### config.mk
export PLATFORM = sky130hd
export DESIGN_NAME = status_led_pattern_generator_flat
export DESIGN_NICKNAME = d
export VERILOG_FILES = /design/src/rtl/slpg_pkg.sv /design/src/rtl/slpg_tick_if.sv /design/src/rtl/slpg_led_if.sv /design/src/rtl/status_led_pattern_generator.sv /design/src/flat_wrapper.sv
export SDC_FILE = /design/constraint.sdc
export NUM_CORES = 1
export LEC_CHECK = 0
export BUFFER_PORTS_ARGS = -buffer_cell sky130_fd_sc_hd__clkbuf_2
export CELL_PAD_IN_SITES_DETAIL_PLACEMENT = 1
export CELL_PAD_IN_SITES_GLOBAL_PLACEMENT = 1
export CORE_UTILIZATION = 43
export DETAILED_ROUTE_END_ITERATION = 12
export GPL_TIMING_DRIVEN = 1
export PLACE_DENSITY = 0.74
export SLEW_MARGIN = 20
export SYNTH_ARGS = -nofsm -noshare
export SYNTH_HDL_FRONTEND = slang
export SYNTH_SLANG_ARGS = --single-unit
### constraint.sdc
create_clock -name clk -period 4.27 [get_ports clk]
set_clock_uncertainty 0.15 [all_clocks]
set_input_delay 0.6405 -clock clk [delete_from_list [all_inputs] [get_ports clk]]
set_output_delay 0.6405 -clock clk [all_outputs]
set_load 0.02 [all_outputs]
### src/rtl/slpg_pkg.sv
// Package for the status LED pattern generator.
// Holds the mode type, register indexes, colour constants and reset values.
// No dependencies.
package slpg_pkg;

    typedef enum logic [1:0] {
        LINK_IDLE = 2'd0,
        LINK_STA  = 2'd1,
        LINK_AP   = 2'd2,
        LINK_DOWN = 2'd3
    } mode_t;

    localparam int CFG_INDEX_W = 3;
    localparam int CFG_DATA_W  = 16;
    localparam int PERIOD_W    = 16;
    localparam int LEVEL_W     = 8;
    localparam int COLOUR_W    = 24;

    typedef logic [CFG_INDEX_W-1:0] cfg_index_t;
    typedef logic [PERIOD_W-1:0]    period_t;
    typedef logic [LEVEL_W-1:0]     level_t;
    typedef logic [COLOUR_W-1:0]    colour_t;

    localparam cfg_index_t REG_PULSE_PERIOD = 3'd0;
    localparam cfg_index_t REG_SCAN_PERIOD  = 3'd1;
    localparam cfg_index_t REG_AP_PERIOD    = 3'd2;
    localparam cfg_index_t REG_PULSE_TOP    = 3'd3;
    localparam cfg_index_t REG_PULSE_BOTTOM = 3'd4;
    localparam cfg_index_t REG_PULSE_INC    = 3'd5;

    localparam period_t RST_PULSE_PERIOD = 16'd20;
    localparam period_t RST_SCAN_PERIOD  = 16'd200;
    localparam period_t RST_AP_PERIOD    = 16'd300;
    localparam level_t  RST_PULSE_TOP    = 8'd100;
    localparam level_t  RST_PULSE_BOTTOM = 8'd10;
    localparam level_t  RST_PULSE_INC    = 8'd2;

    localparam period_t TICKS_FULL = {PERIOD_W{1'b1}};
    localparam level_t  LEVEL_MAX  = {LEVEL_W{1'b1}};

    localparam colour_t COLOUR_GREEN    = 24'h00FF00;
    localparam colour_t COLOUR_RED      = 24'hFF0000;
    localparam colour_t COLOUR_CYAN     = 24'h00FFFF;
    localparam colour_t COLOUR_CYAN_DIM = 24'h003232;
    localparam colour_t COLOUR_ORANGE   = 24'hFFA500;
    localparam colour_t COLOUR_ORNG_DIM = 24'h321900;

endpackage

### src/rtl/slpg_tick_if.sv
// Tick channel: valid/ready handshake carrying link mode and scan flag.
// Depends on slpg_pkg.
interface slpg_tick_if;
    import slpg_pkg::*;

    logic  valid;
    logic  ready;
    mode_t mode;
    logic  scanning;

    modport source (output valid, output mode, output scanning, input ready);
    modport sink   (input valid, input mode, input scanning, output ready);
endinterface

### src/rtl/slpg_led_if.sv
// LED channel: valid/ready handshake carrying write strobe and RGB colour.
// Depends on slpg_pkg.
interface slpg_led_if;
    import slpg_pkg::*;

    logic   valid;
    logic   ready;
    logic   write;
    level_t red;
    level_t green;
    level_t blue;

    modport source (output valid, output write, output red, output green, output blue,
                    input ready);
    modport sink   (input valid, input write, input red, input green, input blue,
                    output ready);
endinterface

### src/rtl/status_led_pattern_generator.sv
// Status LED pattern generator top level: input register, pattern update, result register.
// Depends on slpg_pkg, slpg_tick_if and slpg_led_if.
//
//  channel  | dir | payload                   | transfer when
//  ---------+-----+---------------------------+--------------------------
//  tick     | in  | mode, scanning            | tick.valid && tick.ready
//  led      | out | write, red, green, blue   | led.valid && led.ready
//  cfg      | in  | cfg_index, cfg_data       | cfg_wr_en
//
// One tick per clock sustained while led.ready holds; led.valid comes from the output register.
// The input register feeds the update logic, whose result lands in the output register.
// A stalled output holds its result while one further tick waits in the input register.
// Reset restores register defaults, saturated timers and a black colour.
module status_led_pattern_generator (
    input  logic                                clk,
    input  logic                                rst_n,
    slpg_tick_if.sink                           tick,
    slpg_led_if.source                          led,
    input  logic                                cfg_wr_en,
    input  logic [slpg_pkg::CFG_INDEX_W-1:0]    cfg_index,
    input  logic [slpg_pkg::CFG_DATA_W-1:0]     cfg_data
);
    import slpg_pkg::*;

    period_t pulse_period_reg;
    period_t scan_period_reg;
    period_t ap_period_reg;
    level_t  pulse_top_reg;
    level_t  pulse_bottom_reg;
    level_t  pulse_inc_reg;

    logic    s1_valid_reg;
    mode_t   s1_mode_reg;
    logic    s1_scanning_reg;

    period_t tsp_reg, tsp_next;
    period_t tsb_reg, tsb_next;
    logic    phase_reg, phase_next;
    logic    fading_reg, fading_next;
    level_t  level_reg, level_next;

    logic    out_valid_reg, out_valid_next;
    logic    out_write_reg, out_write_next;
    colour_t colour_reg, colour_next;

    logic    advance;
    period_t tsp_inc, tsb_inc, blink_period;
    logic    pulse_fire, blink_fire;
    logic [LEVEL_W:0] level_sum;
    level_t  level_up, level_dn;

    assign advance   = s1_valid_reg && (!out_valid_reg || led.ready);
    assign tick.ready = !s1_valid_reg || advance;

    always_ff @(posedge clk or negedge rst_n)
    begin
        if (!rst_n)
        begin
            pulse_period_reg <= RST_PULSE_PERIOD;
            scan_period_reg  <= RST_SCAN_PERIOD;
            ap_period_reg    <= RST_AP_PERIOD;
            pulse_top_reg    <= RST_PULSE_TOP;
            pulse_bottom_reg <= RST_PULSE_BOTTOM;
            pulse_inc_reg    <= RST_PULSE_INC;
        end
        else if (cfg_wr_en)
        begin
            unique case (cfg_index)
                REG_PULSE_PERIOD: pulse_period_reg <= cfg_data;
                REG_SCAN_PERIOD:  scan_period_reg  <= cfg_data;
                REG_AP_PERIOD:    ap_period_reg    <= cfg_data;
                REG_PULSE_TOP:    pulse_top_reg    <= cfg_data[LEVEL_W-1:0];
                REG_PULSE_BOTTOM: pulse_bottom_reg <= cfg_data[LEVEL_W-1:0];
                REG_PULSE_INC:    pulse_inc_reg    <= cfg_data[LEVEL_W-1:0];
                default:          ;
            endcase
        end
    end

    always_ff @(posedge clk or negedge rst_n)
    begin
        if (!rst_n)
            s1_valid_reg <= 1'b0;
        else if (tick.ready)
            s1_valid_reg <= tick.valid;
    end

    always_ff @(posedge clk)
    begin
        if (tick.valid && tick.ready)
        begin
            s1_mode_reg     <= tick.mode;
            s1_scanning_reg <= tick.scanning;
        end
    end

    assign tsp_inc      = (tsp_reg == TICKS_FULL) ? tsp_reg : tsp_reg + 1'b1;
    assign tsb_inc      = (tsb_reg == TICKS_FULL) ? tsb_reg : tsb_reg + 1'b1;
    assign blink_period = (s1_mode_reg == LINK_AP) ? ap_period_reg : scan_period_reg;
    assign pulse_fire   = tsp_inc >= pulse_period_reg;
    assign blink_fire   = tsb_inc >= blink_period;

    assign level_sum = {1'b0, level_reg} + {1'b0, pulse_inc_reg};
    assign level_up  = level_sum[LEVEL_W] ? LEVEL_MAX : level_sum[LEVEL_W-1:0];
    assign level_dn  = (level_reg >= pulse_inc_reg) ? level_reg - pulse_inc_reg : '0;

    always_comb
    begin
        tsp_next       = tsp_reg;
        tsb_next       = tsb_reg;
        phase_next     = phase_reg;
        fading_next    = fading_reg;
        level_next     = level_reg;
        colour_next    = colour_reg;
        out_write_next = out_write_reg;
        out_valid_next = led.ready ? 1'b0 : out_valid_reg;

        if (advance)
        begin
            out_valid_next = 1'b1;
            out_write_next = 1'b0;
            tsp_next       = tsp_inc;
            tsb_next       = tsb_inc;
            unique case (s1_mode_reg)
                LINK_IDLE:
                begin
                    if (pulse_fire)
                    begin
                        tsp_next = '0;
                        if (!fading_reg)
                        begin
                            level_next = level_up;
                            if (level_up >= pulse_top_reg)
                                fading_next = 1'b1;
                        end
                        else
                        begin
                            level_next = level_dn;
                            if (level_dn <= pulse_bottom_reg)
                                fading_next = 1'b0;
                        end
                        colour_next    = {{(COLOUR_W-LEVEL_W){1'b0}}, level_next};
                        out_write_next = 1'b1;
                    end
                end
                LINK_STA:
                begin
                    if (!s1_scanning_reg)
                    begin
                        colour_next    = COLOUR_GREEN;
                        out_write_next = 1'b1;
                    end
                    else if (blink_fire)
                    begin
                        tsb_next       = '0;
                        phase_next     = !phase_reg;
                        colour_next    = !phase_reg ? COLOUR_CYAN : COLOUR_CYAN_DIM;
                        out_write_next = 1'b1;
                    end
                end
                LINK_AP:
                begin
                    if (blink_fire)
                    begin
                        tsb_next       = '0;
                        phase_next     = !phase_reg;
                        colour_next    = !phase_reg ? COLOUR_ORANGE : COLOUR_ORNG_DIM;
                        out_write_next = 1'b1;
                    end
                end
                LINK_DOWN:
                begin
                    colour_next    = COLOUR_RED;
                    out_write_next = 1'b1;
                end
            endcase
        end
    end

    always_ff @(posedge clk or negedge rst_n)
    begin
        if (!rst_n)
        begin
            tsp_reg       <= TICKS_FULL;
            tsb_reg       <= TICKS_FULL;
            phase_reg     <= 1'b0;
            fading_reg    <= 1'b0;
            level_reg     <= '0;
            colour_reg    <= '0;
            out_valid_reg <= 1'b0;
            out_write_reg <= 1'b0;
        end
        else
        begin
            tsp_reg       <= tsp_next;
            tsb_reg       <= tsb_next;
            phase_reg     <= phase_next;
            fading_reg    <= fading_next;
            level_reg     <= level_next;
            colour_reg    <= colour_next;
            out_valid_reg <= out_valid_next;
            out_write_reg <= out_write_next;
        end
    end

    assign led.valid = out_valid_reg;
    assign led.write = out_write_reg;
    assign led.red   = colour_reg[23:16];
    assign led.green = colour_reg[15:8];
    assign led.blue  = colour_reg[7:0];

`ifndef NO_ASSERTIONS
    // a held tick stays in the input register until the output frees up
    a_hold_tick: assert property (@(posedge clk) disable iff (!rst_n)
        s1_valid_reg && !advance |=> s1_valid_reg)
        else $error("pending tick dropped");

    // off mode always pushes red
    a_off_red: assert property (@(posedge clk) disable iff (!rst_n)
        advance && s1_mode_reg == LINK_DOWN |=>
        out_valid_reg && out_write_reg && colour_reg == COLOUR_RED)
        else $error("off mode did not push red");

    // a pulse step restarts its timer
    a_pulse_restart: assert property (@(posedge clk) disable iff (!rst_n)
        advance && s1_mode_reg == LINK_IDLE && pulse_fire |=> tsp_reg == '0)
        else $error("pulse timer not restarted");
`endif

endmodule

### src/flat_wrapper.sv
// flat-port wrapper written by rule: the top's interface ports become plain ports
module status_led_pattern_generator_flat import slpg_pkg::*;
  (clk, rst_n, cfg_wr_en, cfg_index, cfg_data, tick_valid, tick_mode, tick_scanning, tick_ready, led_valid, led_write, led_red, led_green, led_blue, led_ready);
  slpg_tick_if tick_i ();
  slpg_led_if led_i ();
  input  logic clk;
  input  logic rst_n;
  input  logic cfg_wr_en;
  input  logic [slpg_pkg::CFG_INDEX_W-1:0] cfg_index;
  input  logic [slpg_pkg::CFG_DATA_W-1:0] cfg_data;
  input wire logic [$bits(tick_i.valid)-1:0] tick_valid;
  input wire logic [$bits(tick_i.mode)-1:0] tick_mode;
  input wire logic [$bits(tick_i.scanning)-1:0] tick_scanning;
  output wire logic [$bits(tick_i.ready)-1:0] tick_ready;
  output wire logic [$bits(led_i.valid)-1:0] led_valid;
  output wire logic [$bits(led_i.write)-1:0] led_write;
  output wire logic [$bits(led_i.red)-1:0] led_red;
  output wire logic [$bits(led_i.green)-1:0] led_green;
  output wire logic [$bits(led_i.blue)-1:0] led_blue;
  input wire logic [$bits(led_i.ready)-1:0] led_ready;
  assign tick_i.valid = tick_valid;
  assign tick_i.mode = tick_mode;
  assign tick_i.scanning = tick_scanning;
  assign tick_ready = tick_i.ready;
  assign led_valid = led_i.valid;
  assign led_write = led_i.write;
  assign led_red = led_i.red;
  assign led_green = led_i.green;
  assign led_blue = led_i.blue;
  assign led_i.ready = led_ready;
  status_led_pattern_generator u_core (.clk(clk), .rst_n(rst_n), .tick(tick_i), .led(led_i), .cfg_wr_en(cfg_wr_en), .cfg_index(cfg_index), .cfg_data(cfg_data));
endmodule
# Word-level counts from Yosys, hierarchy flattened
# Cells that the tools add are included.
totals:
  regBits: 144
  elab_cells: 90
  out_inout_bits: 27
  n_memories: 0
  in_bits: 27
  latchBits: 0
  mem_bits_rw: 0
  rom_bits: 0
op_classes:
  n_addsub: 4
  n_lt_le_gt_ge: 5
  shift: 0
  n_div: 0
  mux: 30
  eq_ne: 14
  bitwise_logic: 0
  multipliers: 0
  n_reduce_logical: 20
ops:
  columns: ["cell", "n"]
  rows:
  - ["two-way mux 16 bit", 8]
  - ["two-way mux 24 bit", 5]
  - ["one-hot mux 24 bit (4 select lines)", 1]
  - ["adder 16 x 1 -> 16 bit, second input constant", 2]
  - ["equality test 16 bit, second input constant", 2]
  - [">= comparator 16 bit", 2]
  - ["one-hot mux 16 bit (2 select lines)", 1]
  - ["two-way mux 8 bit", 3]
  - [">= comparator 8 bit", 2]
  - ["AND reduction 2 bit", 6]
  - ["two-way mux 1 bit", 10]
  - ["adder 8 x 8 -> 9 bit", 1]
  - ["less-or-equal comparator 8 bit", 1]
  - ["subtractor 8 bit", 1]
  - ["equality test 3 x 2 -> 1 bit, second input constant", 2]
  - ["equality test 3 bit, second input constant", 2]
  - ["!= test 2 x 1 -> 1 bit, second input constant", 3]
  - ["AND reduction 3 bit", 2]
  - ["equality test 2 bit, second input constant", 2]
  - ["one-hot mux 1 bit (4 select lines)", 1]
  - ["AND reduction 4 bit", 1]
  - ["nonzero test 2 bit", 2]
  - ["equality test 3 x 1 -> 1 bit, second input constant", 1]
  - ["logical NOT 1 bit", 3]
  - ["7 further kinds", 9]

# Longest topological paths before layout
# Gate-level depths: netlist of the first run.
logic_depth:
  depth_word: 6
  depth_mapped: 18
  depth_no_buf: 16

# Worst setup path before layout of the first run
# No wires, ideal clock.
synth_timing:
  path_kind: "register to register"
  startpoint: "reg u_core.s1_mode_reg[0]"
  endpoint: "reg u_core.tsb_reg[10]"
  path_slack_ps: 355
  setup_ps: 82
  t_required_ps: 4038
  n_path_buf: 5
  arrival_ps: 3683
  stages_incl_launch_ff: 17
  synth_period_minus_slack_ps: 3915
  cell_sequence: "edfxtp_1 -> inv_1 -> ha_1 -> clkbuf_1 -> buf_1 -> buf_1 -> mux2i_1 -> ha_1 -> and4_1 -> nand3_1 -> a221o_1 -> nand3_1 -> o311a_1 -> and2_1 -> clkbuf_1 -> buf_2 -> nor3_1"
synth_between:
  elab_chain_len: 6
  word_cells_on_any_way: 7
  classes_between: "order compare (1); eq/ne (2); mux (4)"
synth_rtl:
  columns: ["element", "line", "rtl"]
  rows:
  - ["start, declared", "status_led_pattern_generator.sv:33", "mode_t s1_mode_reg;"]
  - ["start signal, assigned", "status_led_pattern_generator.sv:92", "s1_mode_reg <= tick.mode;"]
  - ["equality test 2 bit", "status_led_pattern_generator.sv:99, status_led_pattern_generator.sv:124", null]
  - ["two-way mux 16 bit", "status_led_pattern_generator.sv:99", "assign blink_period = (s1_mode_reg == LINK_AP) ? ap_period_reg : scan_period_reg;"]
  - [">= comparator 16 bit", "status_led_pattern_generator.sv:101", "assign blink_fire = tsb_inc >= blink_period;"]
  - ["two-way mux 16 bit", "status_led_pattern_generator.sv:153, status_led_pattern_generator.sv:163", null]
  - ["two-way mux 16 bit", "status_led_pattern_generator.sv:148", "if (!s1_scanning_reg)"]
  - ["one-hot mux 16 bit (2 select lines) *", "status_led_pattern_generator.sv:124", "unique case (s1_mode_reg)"]
  - ["end signal, assigned", "status_led_pattern_generator.sv:196", "tsb_reg <= tsb_next;"]
  - ["end, declared", "status_led_pattern_generator.sv:37", "period_t tsb_reg, tsb_next;"]
# Mark *: on every way between the ends. The rest lies on a longest branch, timed or not.
# A chain may end at the register's enable or synchronous reset.

# Final worst setup path of the first run
layout_timing:
  startpoint: "reg u_core.tsp_reg[1]"
  endpoint: "reg u_core.colour_reg[5]"
layout_between:
  elab_chain_len: 5
  word_cells_on_any_way: 6
  classes_between: "add/sub (1); order compare (1); eq/ne (2); mux (1); reduce/logical (1)"
layout_rtl:
  columns: ["element", "line", "rtl"]
  rows:
  - ["start, declared", "status_led_pattern_generator.sv:36", "period_t tsp_reg, tsp_next;"]
  - ["start signal, assigned", "status_led_pattern_generator.sv:195", "tsp_reg <= tsp_next;"]
  - ["adder 16 x 1 -> 16 bit or equality test 16 bit (tied branches)", "status_led_pattern_generator.sv:97", "assign tsp_inc = (tsp_reg == TICKS_FULL) ? tsp_reg : tsp_reg + 1'b1;"]
  - ["two-way mux 16 bit *", "status_led_pattern_generator.sv:97", null]
  - [">= comparator 16 bit *", "status_led_pattern_generator.sv:100", "assign pulse_fire = tsp_inc >= pulse_period_reg;"]
  - ["!= test 2 x 1 -> 1 bit (no source line) *", null, null]
  - ["AND reduction 4 bit (no source line) *", null, null]
  - ["end signal, assigned", "status_led_pattern_generator.sv:200", "colour_reg <= colour_next;"]
  - ["end, declared", "status_led_pattern_generator.sv:44", "colour_t colour_reg, colour_next;"]
# Marks and branches as above.

==> impl_metrics.ini, run 1 <==
[cts]
ctsHoldBuffers = 0
cts_buffer_depth = 2
tritoncts = built
cts_root_buf = clkbuf_16
cts.clk_slew.worst_paths_ns = 0.07
cts_buffers = 17
htreeDepth = 4
worstSkewPairLatency_ns = 0.43
clock-sinks = 137

[placed_design]
place_inst = 1211
pre_cts_slack_ns = 0.101
place.gp.congestion = 0.882
hpwl_mm = 16.7
placed_cell_area_mm2 = 0.00936
io_buffers = 53

[timing]
clock.fmax_mhz = 245
slew_viol_final = 0
relSlewSlack_pct = 37.9
hold_viol = 0
setup_tns_ns = 0
post-route-min-period_ns = 4.08
layout_setup_ws_ns = 0.193
rsz0062_at_grt = no
finalSetupViolations = 0
finalCritPeriodShare_pct = 95.5
tightest_slew_ns = 0.932

[layout]
finalNonFillerCells = 1244
finalNetCount = 1066
largest_register_ff_count = 17
multi_input_area_mm2 = 0.00483
stdcell_area_mm2 = 0.00996
area_growth_pct = 14.0
final_layout_size_suffix_gt1_share_pct = 25.3
fillers = 2241
regArea_mm2 = 0.00350
num_antenna_cells = 0
post-route-util_pct = 50.5

[job]
cap_violations = 0

[route]
m1WireLength_mm = 10.6
drt_iter0_drc = 308
met3_length_um = 532
route.met2.wl_mm = 11.4
dr.pass1.iters = 5
top_layer = met4
drcViolationCount = 0
num_vias = 6928
via_per_inst = 5.57
antenna_left = 0
routed_wl_mm = 23.1
routedWlPerCell_um = 18.5

[synthesis]
async_flop_share_pct = 97.8
synth_top_flop_cell = dfrtp_1
yosysTopAreaCell = dfrtp_1
synthesis.area_mm2 = 0.00874
syn_area_per_cell_um2 = 9.58
yosys-top-cells-area = dfrtp_1, dfstp_2, ha_1, mux2_2, nand2_1
ys_seq_area_share_pct = 40.1
synth.top_cell.area_share_pct = 24.9
ys_types = 70
yosys_warnings = 0
synth_nets = 1012
synth_most_common_cell = nand2_1
ys_seq_elements = 137
synth_edf_count = 3
postSynthCellCount = 912
yosys-top-cells-count = nand2_1, dfrtp_1, ha_1

[power]
ir_drop_v = 0.000287
power.density_mw_per_mm2 = 447
cellLeakagePower_nw = 4.47

[status]
status = complete, no violations

[setup_path]
rr_worst_depth = 15
cp.required_ns = 4.44
rr_startpoint = u_core.tsp_reg[1]$_DFFE_PN1P_
cp-start-kind = register
r2r-end = u_core.colour_reg[5]$_DFFE_PN0P_
crit_type = register to register
worstPathArrival_ns = 4.24
cp-end-kind = register
worst-path-max-fanout = 30
reg2reg_slack_ns = 0.19

[grt]
grt_pass1_wl_mm = 37.5
grt_start_max_net_pins = 100
antenna_found_initial = 0
gr-total-overflow = 0
track_usage_pct = 23.7
grt_pass1_vias = 7108

[floorplan]
coreArea_mm2 = 0.0197
start_util_pct = 44.3
die-area_mm2 = 0.0209
rows = 51
die_h_um = 145
num_io_pins = 54
fp.dieW_um = 145

[worst_hold_path]
hold_path.class = primary input to asynchronous set/reset pin
worst max-delay path by stage:
stage | start | endpoint | slack (ns) | depth (start not counted)
finish | u_core.tsp_reg[1]$_DFFE_PN1P_ | u_core.colour_reg[5]$_DFFE_PN0P_ | 0.19 | 15
global route | u_core.tsp_reg[1]$_DFFE_PN1P_ | u_core.colour_reg[4]$_DFFE_PN0P_ | 0.008 | 16
CTS | u_core.tsp_reg[1]$_DFFE_PN1P_ | u_core.colour_reg[8]$_DFFE_PN0P_ | 0.009 | 16
detailed placement | u_core.tsp_reg[1]$_DFFE_PN1P_ | u_core.level_reg[5]$_DFFE_PN0P_ | 0.10 | 14
global placement | u_core.tsp_reg[1]$_DFFE_PN1P_ | u_core.colour_reg[8]$_DFFE_PN0P_ | 0.25 | 15
floorplan | u_core.s1_mode_reg[0]$_DFFE_PP_ | u_core.tsb_reg[10]$_DFFE_PN1P_ | 0.35 | 16
metal layers:
metal	vias up	GRT usage (%)
met5	-	0
met4	0	7.20
met3	34	3.64
met2	96	40.6
met1	3470	30.5
li1	3328	-
layout make-up:
cell class                      count  share of cell area, %
Multi-Input combinational cell    668                   48.5
Timing Repair Buffer               82                   5.16
Inverter                           60                   2.26
Sequential cell                   137                   35.2
Clock inverter                     13                   1.23
Tap cell                          265                   3.33
Clock buffer                       19                   4.35
power breakdown:
part           total (W)  switching (W)  internal (W)  leakage [nW]
Clock            0.00141       0.000603      0.000804         0.260
Combinational    0.00129       0.000734      0.000553          2.62
Sequential       0.00176       0.000174       0.00159          1.59
worst max-delay path: stages, from the launching register on:
cell,delay (ns)
dfstp_2,0.55
ha_1,0.22
nand3_1,0.18
nor4_4,0.25
buf_4,0.20
nand3_1,0.12
mux2_2,0.29
ha_1,0.31
a21oi_1,0.15
nand2_1,0.09
a221oi_2,0.34
o31ai_1,0.13
buf_4,0.18
o221ai_2,0.23
buf_12,0.22
mux2_2,0.34
timing repair:
item	4_1_cts	5_1_grt
setup endpoints to repair	0	45
gates resized for setup	0	8
buffers inserted	0	1
cell families after synthesis:
| kind of cell | synth area share (%) |
|---|---|
| simple gates | 15.9 |
| compound gates | 13.6 |
| flops | 40.1 |
| buf+inv | 5.18 |
| mux | 11.5 |
| fa+ha+maj | 10.6 |
| xor+xnor | 3.11 |
cell usage in the layout, fill, tap and decap left out, types with 3 or more instances in the layout:
cell	Yosys	final
nand2_1	93	92
dfrtp_1	87	87
ha_1	71	71
o21ai_0	64	64
mux2_2	64	64
inv_1	60	60
nor2_1	57	55
clkbuf_2	2	52
a21oi_1	47	47
dfstp_2	47	47
nand3_1	32	30
mux2i_1	28	28
xnor2_1	27	27
buf_4	10	27
nor3_1	26	26
clkbuf_16	0	17
nand2b_1	13	13
nand4_1	12	12
o21a_1	10	10
nor2b_1	9	9
a21o_1	9	9
o31ai_1	9	9
and3_1	8	8
a22o_1	8	8
and2_1	7	7
and4_1	6	6
a31oi_1	6	6
nor2_2	2	4
nand3b_1	4	4
xor2_1	4	4
clkinvlp_4	0	4
clkinv_4	0	4
o41ai_1	3	3
edfxtp_1	3	3
through the flow:
step	power [W]	hold WS [ns]
after floorplan	0.00266	0.195
after global placement	0.00300	0.320
after detailed placement	0.00306	0.324
after CTS	0.00449	0.206
after global routing	0.00473	0.221
final	0.00446	0.147
(Power assumes the default switching activity.)
==> run 2: changes to the inputs <==
Settings changed: BUFFER_PORTS_ARGS -buffer_cell sky130_fd_sc_hd__clkbuf_2 to -buffer_cell sky130_fd_sc_hd__buf_2, CORE_UTILIZATION 43 to 48, PLACE_DENSITY 0.74 to 0.82.
==> impl_metrics.ini, run 2 (synthesized netlist as in run 1, its figures left out) <==
[route]
top_layer = met4
drt_iter0_drc = 426
m1WireLength_mm = 10.8
drcViolationCount = 0
num_vias = 7224
via_per_inst = 6.01
route.met2.wl_mm = 13.6
routed_wl_mm = 25.8
met3_length_um = 726
dr.pass1.iters = 5
antenna_left = 0
routedWlPerCell_um = 21.5

[setup_path]
slowest_stage = dfstp_2
cp-end-kind = register
crit_top_cell = mux2_2
slowest_delay_ns = 0.61
cp.required_ns = 4.44
crit_chain = ha_4, nand3_2, nor4_4, buf_4, nand3_1, mux2_2, ha_1, a21oi_1, nand2_1, a221oi_4, o31ai_4, o221ai_2, buf_12, mux2_2
crit_type = register to register
cp-start-kind = register
worst-path-buf-inv = 2
path_delay_family = compound AO/OA/AOI/OAI gates
worst-path-max-fanout = 21
worstPathArrival_ns = 4.37

[placed_design]
place.gp.congestion = 0.884
pre_cts_slack_ns = -0.118
hpwl_mm = 16.7
place_inst = 1164
io_buffers = 53

[timing]
finalSetupViolations = 0
hold_viol = 0
tightest_slew_ns = 0.994
finalCritPeriodShare_pct = 98.4
layout_setup_ws_ns = 0.0663
clock.fmax_mhz = 238
post-route-min-period_ns = 4.20
slew_viol_final = 0
relSlewSlack_pct = 33.7

[cts]
htreeDepth = 4
clock-sinks = 137
cts_buffer_depth = 2
tritoncts = built
worstSkewPairLatency_ns = 0.43
cts_root_buf = clkbuf_16
cts_buffers = 17
ctsHoldBuffers = 0
cts.clk_slew.worst_paths_ns = 0.06

[worst_hold_path]
hold_path.class = primary input to asynchronous set/reset pin

[grt]
grt_pass1_wl_mm = 39.8
gr-total-overflow = 0
track_usage_pct = 28.0
antenna_found_initial = 0
grt_start_max_net_pins = 103
grt_pass1_vias = 7609

[floorplan]
coreArea_mm2 = 0.0175
die-area_mm2 = 0.0187
fp.dieW_um = 137
start_util_pct = 49.8
rows = 48
num_io_pins = 54
die_h_um = 137

[job]
cap_violations = 0

[layout]
layout_commonest_cell = nand2_1
area_growth_pct = 14.9
finalNonFillerCells = 1201
final_layout_size_suffix_gt1_share_pct = 26.0
largest_register_ff_count = 17
finalNetCount = 1063
layout_common_cells = nand2_1, dfrtp_1, ha_1, mux2_2, o21ai_0
num_antenna_cells = 0

[power]
power.density_mw_per_mm2 = 468
cellLeakagePower_nw = 4.51
ir_drop_v = 0.000342

[status]
status = complete, no violations
## run 2: metal layers
layer	global-route usage [%]	vias to the layer above
met5	0	-
met3	4.59	56
met2	50.3	153
li1	-	3325
met1	33.2	3690
met4	10.6	0
## run 2: stage by stage
step	total power [W]	hold slack [ns]	instance area (um^2)	util [%]	TNS (ns)
detailed placement	0.00305	0.321	9260	52.8	-0.827
finish	0.00470	0.128	10000	57.3	0
global placement	0.00297	0.310	9260	52.8	0
global route	0.00494	0.221	10000	57.3	-0.244
floorplan	0.00266	0.195	8740	-	0
CTS	0.00465	0.216	9900	56.4	0
## run 2: final timing paths
check	startpoint	to	slack, ns	depth (start not counted)
setup / recovery	u_core.tsp_reg[0]$_DFFE_PN1P_	u_core.colour_reg[5]$_DFFE_PN0P_	0.07	14
hold / removal	rst_n	u_core.pulse_bottom_reg[5]$_DFFE_PN0P_	0.13	1
setup reg to reg	u_core.tsp_reg[0]$_DFFE_PN1P_	u_core.colour_reg[5]$_DFFE_PN0P_	0.07	14
hold reg to reg	u_core.tsp_reg[12]$_DFFE_PN1P_	u_core.tsp_reg[12]$_DFFE_PN1P_	0.33	2
max in group asynchronous	rst_n	u_core.tsb_reg[5]$_DFFE_PN1P_	2.93	2
min in group clk	tick_mode[0]	u_core.s1_mode_reg[0]$_DFFE_PP_	0.23	1
## run 2: layout make-up
class	instances	area [um^2]
fillers	1950	7500
repair buffers	79	508
clock buffers	21	482
clock inverters	11	135
multi-input cells	668	4910
flip-flops and latches	137	3500
well taps	225	282
inverters	60	225
## run 2: report_power, final
part	switching, W	internal [W]	leakage [nW]
Clock	0.000613	0.000933	0.292
Combinational	0.000802	0.000570	2.63
Sequential	0.000195	0.00159	1.59
Total	0.00161	0.00309	4.51
## run 2: repair_timing
| action | CTS | global route |
|---|---|---|
| setup buffers | 0 | 5 |
| pin swaps | 0 | 5 |
| resized for setup | 4 | 19 |
| endpoints found under the setup margin | 40 | 43 |
| endpoints found under the hold margin | 0 | 0 |
==> run 3: changes to the inputs <==
Settings changed: ABC_AREA from default to 1, CORE_UTILIZATION 48 to 46, PLACE_DENSITY 0.82 to 0.83.
==> impl_metrics.ini, run 3 <==
[cts]
cts_buffer_depth = 2
cts_root_buf = clkbuf_16
cts.clk_slew.worst_paths_ns = 0.06
tritoncts = built
clock-sinks = 137
htreeDepth = 4
post_cts_buffers = 0
cts_buffers = 17
worstSkewPairLatency_ns = 0.43

[floorplan]
fp.dieW_um = 140
num_io_pins = 54
die_h_um = 140
start_util_pct = 47.0
coreArea_mm2 = 0.0188
rows = 50
die-area_mm2 = 0.0197

[synthesis]
ys_types = 44
ys_seq_area_share_pct = 39.7
synth.mux.area_fraction_pct = 1.70
synth.top_cell.area_share_pct = 24.7
yosys.area_share.simple_pct = 26.1
yosys-top-cells-count = nand2_1, inv_1, o21ai_0
synth_top_family_by_area = simple AND/OR/NAND/NOR gates
syn_area_per_cell_um2 = 7.64
synth_most_common_cell = nand2_1
yosysTopAreaCell = dfrtp_1
synth_adder_area_share_pct = 10.5
synth-xor-area-share_pct = 2.28
synthesis.area_mm2 = 0.00882
synth-compound-area-share_pct = 10.1
yosys_warnings = 0
yosys-top-cells-area = dfrtp_1, nand2_1, dfstp_2, ha_1, inv_1
synth_top_flop_cell = dfrtp_1
synth_nets = 1254
async_flop_share_pct = 97.8
postSynthCellCount = 1154
synth_edf_count = 3
ys_seq_elements = 137

[placed_design]
pre_cts_slack_ns = 0.489
place.gp.congestion = 0.856
io_buffers = 53
hpwl_mm = 18.0

[timing]
slew_viol_final = 0
finalCritPeriodShare_pct = 91.0
relSlewSlack_pct = 36.1
setup_tns_ns = 0
layout_setup_ws_ns = 0.385
hold_viol = 0
finalSetupViolations = 0
post-route-min-period_ns = 3.88
clock.fmax_mhz = 257
tightest_slew_ns = 0.958
rsz0062_at_grt = no

[route]
antenna_left = 0
drcViolationCount = 0
top_layer = met4
routed_wl_mm = 25.0
met3_length_um = 601
num_vias = 7744
m1WireLength_mm = 10.8
drt_iter0_drc = 323
routedWlPerCell_um = 17.4
via_per_inst = 5.38
dr.pass1.iters = 5
route.met2.wl_mm = 12.7

[setup_path]
crit_type = register to register
slowest_stage = dfstp_2
worstPathArrival_ns = 4.03
worst-path-max-fanout = 13
cp-start-kind = register
worst-path-buf-inv = 1
slowest_delay_ns = 0.58
path_delay_family = simple AND/OR/NAND/NOR gates
cp-end-kind = register
cp.required_ns = 4.42
crit_chain = ha_1, nand3_2, nor2_4, nand3_1, nor2_2, nand2_1, nand3_1, xnor2_1, ha_1, nand2_1, o21ai_0, a21oi_1, nand3_1, nand3_2, inv_1, nand2_1, o21ai_0

[worst_hold_path]
hold_path.class = primary input to asynchronous set/reset pin

[layout]
largest_register_ff_count = 17
finalNetCount = 1291
fillers = 2356
layout_commonest_cell = nand2_1
final_layout_size_suffix_gt1_share_pct = 14.7
layout_common_cells = nand2_1, inv_1, o21ai_0, dfrtp_1, ha_1
area_growth_pct = 11.3

[grt]
antenna_found_initial = 1
grt_start_max_net_pins = 99
grt_pass1_vias = 8345
gr-total-overflow = 0
grt_pass1_wl_mm = 41.9
track_usage_pct = 27.1

[power]
ir_drop_v = 0.000340
power.density_mw_per_mm2 = 636
cellLeakagePower_nw = 5.25

[job]
cap_violations = 0

[status]
status = complete, no violations
run 3: cell count changes after synthesis, moves of 11 or more:
cell      before  now
nand2_1       93  373
inv_1         60  158
mux2_2        64    0
o21ai_0       64   99
nand3_1       32   63
xnor2_1       27    2
nor3_1        26    8
xor2_1         4   21
mux2i_1       28   15
nand2b_1      13    0
clkbuf_1      28   17
nor2_1        57   46
run 3: worst register-to-register path, cell delays in order (launching register included):
cell	delay, ns
dfstp_2	0.58
ha_1	0.23
nand3_2	0.15
nor2_4	0.16
nand3_1	0.13
nor2_2	0.15
nand2_1	0.15
nand3_1	0.12
xnor2_1	0.18
ha_1	0.29
nand2_1	0.11
o21ai_0	0.11
a21oi_1	0.34
nand3_1	0.26
nand3_2	0.29
inv_1	0.18
nand2_1	0.09
o21ai_0	0.07
run 3: where the power goes:
group	internal [W]	switching, W	total [W]
Sequential	0.00168	0.000261	0.00195
Combinational	0.000950	0.00183	0.00277
Clock	0.000924	0.000601	0.00152
run 3: area by class of cell:
| cell class | instances | area, um^2 | share of cell area (%) |
|---|---|---|---|
| Clock buffer | 19 | 433 | 4.41 |
| Clock inverter | 13 | 169 | 1.72 |
| Timing Repair Buffer | 59 | 317 | 3.22 |
| Sequential cell | 137 | 3500 | 35.7 |
| Antenna cell | 1 | 2.50 | 0.0255 |
| Tap cell | 234 | 293 | 2.98 |
| Inverter | 163 | 612 | 6.23 |
| Multi-Input combinational cell | 813 | 4490 | 45.7 |
run 3: path summary, 6_finish.rpt:
kind | start | end | slack, ns | cells after the start
hold / removal | rst_n | u_core.colour_reg[14]$_DFFE_PN0P_ | 0.16 | 1
hold reg to reg | u_core.colour_reg[3]$_DFFE_PN0P_ | u_core.colour_reg[3]$_DFFE_PN0P_ | 0.33 | 2
setup / recovery | u_core.tsp_reg[1]$_DFFE_PN1P_ | u_core.fading_reg$_DFFE_PN0P_ | 0.39 | 17
setup reg to reg | u_core.tsp_reg[1]$_DFFE_PN1P_ | u_core.fading_reg$_DFFE_PN0P_ | 0.39 | 17
min in group clk | tick_mode[1] | u_core.s1_mode_reg[1]$_DFFE_PP_ | 0.25 | 1
max in group asynchronous | rst_n | u_core.tsb_reg[2]$_DFFE_PN1P_ | 2.89 | 2
run 3: metrics by stage:
stage | hold WS, ns | std cells | util (%) | area [um^2] | power [W]
after floorplan | 0.195 | 1154 | - | 8820 | 0.00389
after global placement | 0.310 | 1406 | 49.0 | 9200 | 0.00455
after detailed placement | 0.313 | 1406 | 49.0 | 9200 | 0.00467
after CTS | 0.206 | 1438 | 52.2 | 9800 | 0.00628
after global routing | 0.234 | 1438 | 52.3 | 9820 | 0.00675
final | 0.161 | 1439 | 52.3 | 9820 | 0.00625
run 3: logic make-up (layout without fill, tap and decap cells):
family / count (synthesis) / count (layout)
simple gates: 536 / 536
xor+xnor: 23 / 23
other cells: 0 / 1
mux: 15 / 15
fa+ha+maj: 73 / 73
buf+inv: 204 / 254
compound gates: 166 / 166
flops: 137 / 137
run 3: timing repair:
| item | in CTS | in global routing |
|---|---|---|
| setup endpoints to repair | 0 | 7 |
| gates resized for setup | 0 | 2 |
| hold buffers | 0 | 0 |
run 3: metal layers:
metal,vias to the layer above,GRT usage [%]
met5,-,0
met4,0,12.2
met3,65,4.10
met2,126,48.2
met1,3806,32.3
li1,3747,-
